File: src/hw/rtl/ffba_pkg.sv
// Shared types and constants of the first-fit block allocator.
// Used by the controller, the datapath and the top level; depends on nothing.
package ffba_pkg;

    // Field widths fixed by the request and result formats
    localparam int SIZE_W = 17;

    // Defaults for the top-level parameters
    localparam int DEF_TABLE_ENTRIES = 32;
    localparam int DEF_ADDR_BITS     = 16;

    // Managed memory size after reset
    localparam logic [SIZE_W-1:0] MEM_BYTES_RESET = 17'h10000;

    // Result status codes
    typedef enum logic [1:0] {
        ST_OK       = 2'd0,
        ST_NOGAP    = 2'd1,
        ST_FULL     = 2'd2,
        ST_NOTALLOC = 2'd3
    } status_t;

    // Controller to datapath commands
    typedef struct packed {
        logic    accept;       // latch request, start ascending read stream
        logic    read_step;    // issue the next table read
        logic    alloc_eval;   // fold the read entry into the gap search
        logic    desc_start;   // start descending read stream for insertion
        logic    shift_up;     // move read entry one slot up
        logic    place;        // write new entry and commit allocation
        logic    free_eval;    // compare read entry against the free address
        logic    shift_down;   // move read entry one slot down
        logic    free_commit;  // commit removal
        logic    set_err;      // record an error result
        status_t err_code;
        logic    out_load;     // load the result beat register
    } ctl_cmd_t;

    // Datapath to controller status
    typedef struct packed {
        logic rd_vld;    // read data valid this cycle
        logic fit;       // gap before read entry takes the request
        logic last;      // read entry is the last table entry
        logic place_ok;  // request fits at the running end address
        logic gt;        // read entry starts above the new block
        logic match;     // read entry starts at the free address
        logic full;
        logic empty;
        logic rd_done;   // no reads left to issue
    } dp_stat_t;

endpackage

File: src/hw/rtl/ffba_ctrl.sv
// Request sequencer of the first-fit block allocator.
// Depends on ffba_pkg; drives datapath commands and the stream handshakes.
module ffba_ctrl (
    input  logic                aclk,
    input  logic                aresetn,
    input  logic                s_tvalid,
    input  logic                req_free,
    output logic                s_tready,
    output logic                m_tvalid,
    input  logic                m_tready,
    input  ffba_pkg::dp_stat_t  stat,
    output ffba_pkg::ctl_cmd_t  cmd
);
    import ffba_pkg::*;

    typedef enum logic [3:0] {
        S_IDLE,
        S_ASCAN,
        S_TAIL,
        S_UP,
        S_PLACE,
        S_FSCAN,
        S_FSHIFT,
        S_FCOMMIT,
        S_FINISH
    } state_t;

    state_t state_reg, state_next;
    logic   m_tvalid_reg, m_tvalid_next;

    assign s_tready = aresetn && (state_reg == S_IDLE);
    assign m_tvalid = m_tvalid_reg;

    // Next state and commands
    always_comb begin
        state_next = state_reg;
        cmd        = '0;
        cmd.err_code = ST_OK;
        unique case (state_reg)
            S_IDLE: begin
                if (s_tvalid && s_tready) begin
                    cmd.accept = 1'b1;
                    priority if (!req_free && stat.full) begin
                        cmd.set_err  = 1'b1;
                        cmd.err_code = ST_FULL;
                        state_next   = S_FINISH;
                    end else if (!req_free && stat.empty) begin
                        state_next = S_TAIL;
                    end else if (!req_free) begin
                        state_next = S_ASCAN;
                    end else if (stat.empty) begin
                        cmd.set_err  = 1'b1;
                        cmd.err_code = ST_NOTALLOC;
                        state_next   = S_FINISH;
                    end else begin
                        state_next = S_FSCAN;
                    end
                end
            end
            S_ASCAN: begin
                cmd.read_step  = 1'b1;
                cmd.alloc_eval = 1'b1;
                if (stat.rd_vld && stat.fit) begin
                    cmd.desc_start = 1'b1;
                    state_next     = S_UP;
                end else if (stat.rd_vld && stat.last) begin
                    state_next = S_TAIL;
                end
            end
            S_TAIL: begin
                if (stat.place_ok) begin
                    cmd.desc_start = 1'b1;
                    state_next     = S_UP;
                end else begin
                    cmd.set_err  = 1'b1;
                    cmd.err_code = ST_NOGAP;
                    state_next   = S_FINISH;
                end
            end
            S_UP: begin
                cmd.read_step = 1'b1;
                cmd.shift_up  = 1'b1;
                if ((stat.rd_vld && !stat.gt) || (!stat.rd_vld && stat.rd_done)) begin
                    state_next = S_PLACE;
                end
            end
            S_PLACE: begin
                cmd.place  = 1'b1;
                state_next = S_FINISH;
            end
            S_FSCAN: begin
                cmd.read_step = 1'b1;
                cmd.free_eval = 1'b1;
                if (stat.rd_vld && stat.match) begin
                    state_next = stat.last ? S_FCOMMIT : S_FSHIFT;
                end else if (stat.rd_vld && stat.last) begin
                    cmd.set_err  = 1'b1;
                    cmd.err_code = ST_NOTALLOC;
                    state_next   = S_FINISH;
                end
            end
            S_FSHIFT: begin
                cmd.read_step  = 1'b1;
                cmd.shift_down = 1'b1;
                if (stat.rd_vld && stat.last) begin
                    state_next = S_FCOMMIT;
                end
            end
            S_FCOMMIT: begin
                cmd.free_commit = 1'b1;
                state_next      = S_FINISH;
            end
            S_FINISH: begin
                if (!m_tvalid_reg || m_tready) begin
                    cmd.out_load = 1'b1;
                    state_next   = S_IDLE;
                end
            end
            default: begin
                state_next = S_IDLE;
            end
        endcase
    end

    // Hold the result beat until taken
    always_comb begin
        m_tvalid_next = m_tvalid_reg;
        if (cmd.out_load) begin
            m_tvalid_next = 1'b1;
        end else if (m_tready) begin
            m_tvalid_next = 1'b0;
        end
    end

    // State and registered outputs
    always_ff @(posedge aclk) begin
        if (!aresetn) begin
            state_reg    <= S_IDLE;
            m_tvalid_reg <= 1'b0;
        end else begin
            state_reg    <= state_next;
            m_tvalid_reg <= m_tvalid_next;
        end
    end

endmodule

File: src/hw/rtl/ffba_datapath.sv
// Block table, gap search and result registers of the first-fit allocator.
// Depends on ffba_pkg; acts on commands from ffba_ctrl and on config writes.
module ffba_datapath #(
    parameter int TABLE_ENTRIES = ffba_pkg::DEF_TABLE_ENTRIES,
    parameter int ADDR_BITS     = ffba_pkg::DEF_ADDR_BITS
) (
    input  logic                          aclk,
    input  logic                          aresetn,
    input  logic                          cfg_wen,
    input  logic [ffba_pkg::SIZE_W-1:0]   cfg_wdata,
    input  logic [ffba_pkg::SIZE_W-1:0]   in_size,
    input  logic [ADDR_BITS-1:0]          in_addr,
    input  ffba_pkg::ctl_cmd_t            cmd,
    output ffba_pkg::dp_stat_t            stat,
    output ffba_pkg::status_t             out_status,
    output logic [ADDR_BITS-1:0]          out_addr,
    output logic [ffba_pkg::SIZE_W-1:0]   out_free
);
    import ffba_pkg::*;

    localparam int IW = $clog2(TABLE_ENTRIES);
    localparam int CW = $clog2(TABLE_ENTRIES + 1);
    localparam int EW = ((ADDR_BITS > SIZE_W) ? ADDR_BITS : SIZE_W) + 1;
    // Address span clipped to what the size field can hold
    localparam logic [SIZE_W:0] SPAN_CLIP = (ADDR_BITS >= SIZE_W) ?
        {1'b1, {SIZE_W{1'b0}}} : ((SIZE_W+1)'(1) << ADDR_BITS);

    // Block table
    logic [ADDR_BITS-1:0] start_mem [TABLE_ENTRIES];
    logic [SIZE_W-1:0]    len_mem   [TABLE_ENTRIES];

    logic [SIZE_W-1:0]    mem_bytes_reg;
    logic [CW-1:0]        count_reg;
    logic [SIZE_W-1:0]    used_reg;
    logic [SIZE_W-1:0]    size_reg;
    logic [ADDR_BITS-1:0] faddr_reg;
    logic [EW-1:0]        prev_end_reg;
    logic [CW-1:0]        rd_ptr_reg;
    logic [CW-1:0]        rd_rem_reg;
    logic                 rd_dn_reg;
    logic                 rd_vld_reg;
    logic                 rd_vld_next;
    logic [CW-1:0]        rd_idx_reg;
    logic [ADDR_BITS-1:0] rd_start_reg;
    logic [SIZE_W-1:0]    rd_len_reg;
    logic [CW-1:0]        wr_ptr_reg;
    logic [SIZE_W-1:0]    flen_reg;
    status_t              res_status_reg;
    logic [ADDR_BITS-1:0] res_addr_reg;
    status_t              out_status_reg;
    logic [ADDR_BITS-1:0] out_addr_reg;
    logic [SIZE_W-1:0]    out_free_reg;

    logic [SIZE_W-1:0]    bound;
    logic [SIZE_W-1:0]    free_now;
    logic [EW:0]          p_plus;
    logic                 place_ok;
    logic                 fit;
    logic [EW-1:0]        end_val;
    logic [ADDR_BITS-1:0] new_start;
    logic                 gt;
    logic                 rd_fire;
    logic [CW-1:0]        rd_idx_m1;
    logic                 wr_en;
    logic [IW-1:0]        wr_idx;
    logic [ADDR_BITS-1:0] wr_start;
    logic [SIZE_W-1:0]    wr_len;

    // Placement bound and free byte count
    assign bound    = ({1'b0, mem_bytes_reg} < SPAN_CLIP) ? mem_bytes_reg
                                                          : SPAN_CLIP[SIZE_W-1:0];
    assign free_now = (bound > used_reg) ? (bound - used_reg) : '0;

    // Gap test at the running end address
    assign p_plus    = {1'b0, prev_end_reg} + (EW+1)'(size_reg);
    assign place_ok  = (prev_end_reg[EW-1:ADDR_BITS] == '0) && (p_plus <= (EW+1)'(bound));
    assign fit       = ((EW+1)'(rd_start_reg) >= p_plus) && place_ok;
    assign end_val   = EW'(rd_start_reg) + EW'(rd_len_reg);
    assign new_start = prev_end_reg[ADDR_BITS-1:0];
    assign gt        = rd_start_reg > new_start;
    assign rd_idx_m1 = rd_idx_reg - CW'(1);

    // Read stream control
    assign rd_fire     = cmd.read_step && (rd_rem_reg != '0);
    assign rd_vld_next = rd_fire && !cmd.desc_start && !cmd.accept;

    // Status toward the controller
    always_comb begin
        stat          = '0;
        stat.rd_vld   = rd_vld_reg;
        stat.fit      = fit;
        stat.last     = (rd_idx_reg == count_reg - CW'(1));
        stat.place_ok = place_ok;
        stat.gt       = gt;
        stat.match    = (rd_start_reg == faddr_reg);
        stat.full     = (count_reg == CW'(TABLE_ENTRIES));
        stat.empty    = (count_reg == '0);
        stat.rd_done  = (rd_rem_reg == '0);
    end

    // Select the single table write of this cycle
    always_comb begin
        wr_en    = 1'b0;
        wr_idx   = '0;
        wr_start = rd_start_reg;
        wr_len   = rd_len_reg;
        if (cmd.shift_up && rd_vld_reg && gt) begin
            wr_en  = 1'b1;
            wr_idx = wr_ptr_reg[IW-1:0];
        end else if (cmd.shift_down && rd_vld_reg) begin
            wr_en  = 1'b1;
            wr_idx = rd_idx_m1[IW-1:0];
        end else if (cmd.place) begin
            wr_en    = 1'b1;
            wr_idx   = wr_ptr_reg[IW-1:0];
            wr_start = new_start;
            wr_len   = size_reg;
        end
    end

    // Table memory: one write port, one registered read port
    always_ff @(posedge aclk) begin
        if (wr_en) begin
            start_mem[wr_idx] <= wr_start;
            len_mem[wr_idx]   <= wr_len;
        end
        if (rd_fire) begin
            rd_start_reg <= start_mem[rd_ptr_reg[IW-1:0]];
            rd_len_reg   <= len_mem[rd_ptr_reg[IW-1:0]];
            rd_idx_reg   <= rd_ptr_reg;
        end
    end

    // Control state: register, table fill, usage
    always_ff @(posedge aclk) begin
        if (!aresetn) begin
            mem_bytes_reg <= MEM_BYTES_RESET;
            count_reg     <= '0;
            used_reg      <= '0;
            rd_vld_reg    <= 1'b0;
        end else begin
            if (cfg_wen) begin
                mem_bytes_reg <= cfg_wdata;
            end
            rd_vld_reg <= rd_vld_next;
            if (cmd.place) begin
                count_reg <= count_reg + CW'(1);
                used_reg  <= used_reg + size_reg;
            end else if (cmd.free_commit) begin
                count_reg <= count_reg - CW'(1);
                used_reg  <= (used_reg >= flen_reg) ? (used_reg - flen_reg) : '0;
            end
        end
    end

    // Read pointers: ascending from entry 0, or descending from the top entry
    always_ff @(posedge aclk) begin
        if (cmd.accept) begin
            rd_ptr_reg <= '0;
            rd_rem_reg <= count_reg;
            rd_dn_reg  <= 1'b0;
        end else if (cmd.desc_start) begin
            rd_ptr_reg <= count_reg - CW'(1);
            rd_rem_reg <= count_reg;
            rd_dn_reg  <= 1'b1;
        end else if (rd_fire) begin
            rd_ptr_reg <= rd_dn_reg ? (rd_ptr_reg - CW'(1)) : (rd_ptr_reg + CW'(1));
            rd_rem_reg <= rd_rem_reg - CW'(1);
        end
    end

    // Request, search and result payload
    always_ff @(posedge aclk) begin
        if (cmd.accept) begin
            size_reg     <= in_size;
            faddr_reg    <= in_addr;
            prev_end_reg <= '0;
        end else if (cmd.alloc_eval && rd_vld_reg && !fit) begin
            prev_end_reg <= (end_val > prev_end_reg) ? end_val : prev_end_reg;
        end

        // Insertion slot walks down as entries move up
        if (cmd.desc_start) begin
            wr_ptr_reg <= count_reg;
        end else if (cmd.shift_up && rd_vld_reg && gt) begin
            wr_ptr_reg <= wr_ptr_reg - CW'(1);
        end

        if (cmd.free_eval && rd_vld_reg && stat.match) begin
            flen_reg <= rd_len_reg;
        end

        if (cmd.place) begin
            res_status_reg <= ST_OK;
            res_addr_reg   <= new_start;
        end else if (cmd.free_commit) begin
            res_status_reg <= ST_OK;
            res_addr_reg   <= faddr_reg;
        end else if (cmd.set_err) begin
            res_status_reg <= cmd.err_code;
            res_addr_reg   <= '0;
        end

        if (cmd.out_load) begin
            out_status_reg <= res_status_reg;
            out_addr_reg   <= res_addr_reg;
            out_free_reg   <= free_now;
        end
    end

    assign out_status = out_status_reg;
    assign out_addr   = out_addr_reg;
    assign out_free   = out_free_reg;

endmodule

File: src/hw/rtl/first_fit_block_allocator_unit.sv
// Top level of the first-fit block allocator: stream ports and config register.
// Depends on ffba_pkg, ffba_ctrl and ffba_datapath.
//
//   Port group   Dir  Payload
//   s_*          in   tuser: req_type; tdata: alloc_size, free_address
//   m_*          out  tuser: status;   tdata: block_address, free_bytes
//   cfg_*        in   memory_bytes, written whenever cfg_wen is high
//
// One request at a time; the block table is read one entry per cycle through
// its single read port, so time per request grows with the table fill.
// A full-table or empty-table reject finishes without reading the table.
// A finished result waits in the output register while the next request runs.
// Reset is synchronous; it empties the table and restores memory_bytes.
module first_fit_block_allocator_unit #(
    parameter int TABLE_ENTRIES = ffba_pkg::DEF_TABLE_ENTRIES,
    parameter int ADDR_BITS     = ffba_pkg::DEF_ADDR_BITS
) (
    input  logic                                       aclk,
    input  logic                                       aresetn,
    input  logic                                       cfg_wen,
    input  logic [ffba_pkg::SIZE_W-1:0]                cfg_wdata,
    input  logic                                       s_tvalid,
    output logic                                       s_tready,
    // alloc_size, free_address (lowest bit up), zero padded
    input  logic [((ffba_pkg::SIZE_W+ADDR_BITS+7)/8)*8-1:0] s_tdata,
    // req_type
    input  logic [0:0]                                 s_tuser,
    output logic                                       m_tvalid,
    input  logic                                       m_tready,
    // block_address, free_bytes (lowest bit up), zero padded
    output logic [((ffba_pkg::SIZE_W+ADDR_BITS+7)/8)*8-1:0] m_tdata,
    // status
    output logic [1:0]                                 m_tuser
);
    import ffba_pkg::*;

    localparam int DATA_W = ((SIZE_W + ADDR_BITS + 7) / 8) * 8;

    ctl_cmd_t             ctl_cmd;
    dp_stat_t             ctl_stat;
    status_t              out_status;
    logic [ADDR_BITS-1:0] out_addr;
    logic [SIZE_W-1:0]    out_free;

    // Sequencer
    ffba_ctrl u_ctrl (
        .aclk     (aclk),
        .aresetn  (aresetn),
        .s_tvalid (s_tvalid),
        .req_free (s_tuser[0]),
        .s_tready (s_tready),
        .m_tvalid (m_tvalid),
        .m_tready (m_tready),
        .stat     (ctl_stat),
        .cmd      (ctl_cmd)
    );

    // Table and arithmetic
    ffba_datapath #(
        .TABLE_ENTRIES (TABLE_ENTRIES),
        .ADDR_BITS     (ADDR_BITS)
    ) u_datapath (
        .aclk       (aclk),
        .aresetn    (aresetn),
        .cfg_wen    (cfg_wen),
        .cfg_wdata  (cfg_wdata),
        .in_size    (s_tdata[SIZE_W-1:0]),
        .in_addr    (s_tdata[SIZE_W +: ADDR_BITS]),
        .cmd        (ctl_cmd),
        .stat       (ctl_stat),
        .out_status (out_status),
        .out_addr   (out_addr),
        .out_free   (out_free)
    );

    // Pack the result beat
    assign m_tdata = DATA_W'({out_free, out_addr});
    assign m_tuser = out_status;

    // One request in flight: an accepted beat drops ready in the next cycle
    a_one_in_flight: assert property (@(posedge aclk) disable iff (!aresetn)
        (s_tvalid && s_tready) |=> !s_tready)
        else $error("request accepted while another is in progress");

    // Never place a block into a full table
    a_no_overfill: assert property (@(posedge aclk) disable iff (!aresetn)
        ctl_stat.full |-> !ctl_cmd.place)
        else $error("insert into full block table");

    // A pending result beat is never overwritten
    a_no_overwrite: assert property (@(posedge aclk) disable iff (!aresetn)
        ctl_cmd.out_load |-> (!m_tvalid || m_tready))
        else $error("result beat overwritten before taken");

    // A new result beat appears only after a result load
    a_valid_source: assert property (@(posedge aclk) disable iff (!aresetn)
        $rose(m_tvalid) |-> $past(ctl_cmd.out_load))
        else $error("result valid raised without a result load");

endmodule
File: config.mk
export PLATFORM = sky130hd
export DESIGN_NAME = first_fit_block_allocator_unit
export DESIGN_NICKNAME = d
export VERILOG_FILES = /design/src/hw/rtl/ffba_pkg.sv /design/src/hw/rtl/ffba_ctrl.sv /design/src/hw/rtl/ffba_datapath.sv /design/src/hw/rtl/first_fit_block_allocator_unit.sv
export SDC_FILE = /design/constraint.sdc
export NUM_CORES = 2
export LEC_CHECK = 0
export ABC_AREA = 1
export BUFFER_PORTS_ARGS = -buffer_cell sky130_fd_sc_hd__buf_2
export CORE_MARGIN = 2
export CORE_UTILIZATION = 38
export DETAILED_ROUTE_END_ITERATION = 6
export PLACE_DENSITY_LB_ADDON = 0.05
export SLEW_MARGIN = 10
export SYNTH_ARGS = -nofsm -noshare
export SYNTH_HDL_FRONTEND = slang
export SYNTH_SLANG_ARGS = --single-unit
File: constraint.sdc
create_clock -name aclk -period 4.4 [get_ports aclk]
set_input_delay 0.88 -clock aclk [delete_from_list [all_inputs] [get_ports aclk]]
set_output_delay 0.88 -clock aclk [all_outputs]
set_load 0.05 [all_outputs]
==> impl_metrics.tcl <==
set metrics [dict create \
    status "finished clean" \
    tritoncts "yes" \
    nets 5216 \
    reg2reg_depth 14 \
    path_cells "ha_1, a21oi_1, nor2_1, a211oi_1, o221a_2, nand2_1, nand4_1, nand2_1, buf_4, a22oi_1, o211ai_1, buf_4, nor2_4, buf_12" \
    hold_viol 0 \
    first_iter_violations 3411 \
    crit_cells 14 \
    max_slew.worst_pin.slew_ns 1.19 \
    drtAntennaViolNets 0 \
    vias 38600 \
    wl_per_cell_um 26.1 \
    synthCells 4764 \
    synthFlopType "edfxtp_1" \
    post_drt_via_cell_ratio 5.49 \
    clockBufferDepth 3 \
    cp_data_arrival_time_ns 4.64 \
    finalCritPeriodShare_pct 94.9 \
    dp_cells 6756 \
    p_leak_nw 23.2 \
    path_clk_slew_ns 0.06 \
    io_buffers 92 \
    final.setup.worst_slack_ns 0.223 \
    clkPwrFrac_pct 35.7 \
    max_freq_mhz 239 \
    die_area_mm2 0.150 \
    timing.final.max_slew_violations 0 \
    place_area_mm2 0.0607 \
    drive_gt1_share_pct 13.2 \
    ys_warn_count 0 \
    grt_pass1_wl_um 262000 \
    swShare_pct 31.2 \
    fin_area_mm2 0.0655 \
    pre_cts_ws_ns 0.113 \
    drc 0 \
    critPathRequiredTime_ns 4.86 \
    whs_path_depth 1 \
    ys_types 62 \
    clk_latency_ns 0.79 \
    drt-total-wl_um 184000 \
    cts_made_buffers 146 \
    die_y_um 388 \
    cts.sinks 1280 \
    antenna_found_initial 5 \
    finalClockSkew_ns 0.0256 \
    synth-edff-count 1207 \
    power.net_switching_mw 10.3 \
    grt_max_degree 77 \
    peakVddDrop_mv 0.387 \
    crit_path_top_delay_cell "edfxtp_1" \
    total_power_mw 33.0 \
    synth-seq-cells 1280 \
    setup.worst_path.start_class "flop" \
    p_comb_share_pct 21.9 \
    min_path_type "input pin to flop" \
    netlist_area_mm2 0.0559 \
    layout_common_cells "edfxtp_1 (1,207), nor2_1 (747), o21ai_0 (673), nand2_1 (401), inv_1 (279)" \
    coreArea_mm2 0.146 \
    ys_async_sr_fraction_pct 0 \
    power_density_mw_per_mm2 504 \
    finalSetupViolCount 0 \
    worstPathMaxFanout 18 \
    grt_pass1_vias 36800 \
    endpoint_kind "flop" \
    pwr-share-seq_pct 42.4 \
    slowest_delay_ns 0.56 \
    fin_crit_ns 4.18 \
    largest_reg_flops 544 \
    cp.buffers_inverters 3 \
    ys_seq_area_share_pct 67.4 \
    dpl.hpwl_um 113000 \
    rsz0062_at_grt "yes" \
    ios 107 \
    die_x_um 388 \
    dr.pass1.iters 7 \
    grt_overflow 0 \
    slew_headroom_pct 21.0 \
    final_common_cell "edfxtp_1" \
    p_int_mw 22.7 \
    worstSetupPathType "flop to flop" \
    num_rows 140 \
    gp_congestion 0.892 \
    syn_area_per_cell_um2 11.7 \
    syn2layout_area_growth_pct 17.1 \
    track_usage_pct 24.0 \
    path_delay_family "compound AO/OA/AOI/OAI gates" \
    cts-root-buf "clkbuf_16" \
    initial_core_util_pct 38.3 \
    htree_num_levels 4 \
    finalNonFillerCells 7026 \
    cap_violations 0 \
]
synthesized netlist by cell type, types with 15 or more instances:
master / count / area (µm²)
a32oi_1: 30 / 263
edfxtp_1: 1207 / 36200
nand3_1: 143 / 716
inv_1: 284 / 1070
xor2_1: 49 / 429
a21oi_1: 135 / 676
a31oi_1: 59 / 369
or2_2: 15 / 93.8
o21ai_0: 695 / 3480
ha_1: 154 / 1930
nor3_1: 28 / 140
o221ai_1: 194 / 1700
xnor2_1: 20 / 175
dfxtp_1: 73 / 1460
o22ai_1: 78 / 488
nand4_1: 25 / 156
nand2_1: 401 / 1510
clkbuf_1: 239 / 897
nor2_1: 783 / 2940
power groups by stage:
stage               Combinational, mW  Clock (mW)  Sequential (mW)
floorplan                        4.27           0             14.2
global placement                 7.16           0             14.3
detailed placement               7.17           0             14.3
CTS                              7.18        12.0             14.0
global route                     7.84        12.5             14.0
finish                           7.22        11.8             14.0
kinds of logic (layout without fill, tap and decap cells):
family / after synthesis / in the layout / synth area share [%]
compound gates: 1262 / 1262 / 13.5
xor+xnor: 69 / 69 / 1.08
fa+ha+maj: 160 / 160 / 3.66
buf+inv: 562 / 900 / 3.89
flops: 1280 / 1280 / 67.4
other cells: 1 / 8 / 0.00671
simple gates: 1430 / 1430 / 10.5
worst register-to-register path, cell delays in order, from the launching register on:
cell and delay [ns]:
edfxtp_1 0.56, ha_1 0.38, a21oi_1 0.15, nor2_1 0.06
a211oi_1 0.19, o221a_2 0.24, nand2_1 0.10, nand4_1 0.19
nand2_1 0.12, buf_4 0.16, a22oi_1 0.53, o211ai_1 0.26
buf_4 0.30, nor2_4 0.31, buf_12 0.29
through the flow:
step	hold slack, ns	TNS [ns]	util [%]
6_report	0.281	0	44.9
5_1_grt	0.235	-0.0598	44.9
4_1_cts	0.210	0	44.8
3_5_place_dp	0.405	0	41.6
3_3_place_gp	0.402	0	41.6
2_1_floorplan	0.400	0	-
final cells by class:
class / instances / area, µm²
multi-input combinational: 2928 / 16500
tap: 1917 / 2400
timing repair buffer: 342 / 3140
antenna: 1 / 2.50
sequential: 1280 / 37700
fill: 13400 / 80400
clock buffer: 179 / 3870
clock inverter: 84 / 701
inverter: 295 / 1130
timing repair:
item / 4_1_cts / 5_1_grt
hold buffers: 0 / 0
setup buffers: 0 / 6
gates resized for setup: 0 / 27
endpoints found under the setup margin: 0 / 65
layer usage:
metal | routed length (µm) | share of wire (%) | vias up | global-route usage, %
li1 | - | - | 18000 | -
met1 | 81200 | 44 | 19200 | 32.7
met2 | 87400 | 48 | 1152 | 39.4
met3 | 10300 | 5.6 | 245 | 4.15
met4 | 4660 | 2.5 | 2 | 6.88
met5 | 13 | 0.0071 | - | 0
final timing paths:
check | startpoint | end | slack [ns]
min reg2reg | u_datapath.res_addr_reg[9] | u_datapath.out_addr[9] | 0.42
max | u_datapath.rd_start_reg[9] | u_datapath.len_mem[28][8] | 0.22
min | s_tdata[13] | u_datapath.size_reg[13] | 0.28
max reg2reg | u_datapath.rd_start_reg[9] | u_datapath.len_mem[28][8] | 0.22
(Power assumes the default switching activity.)
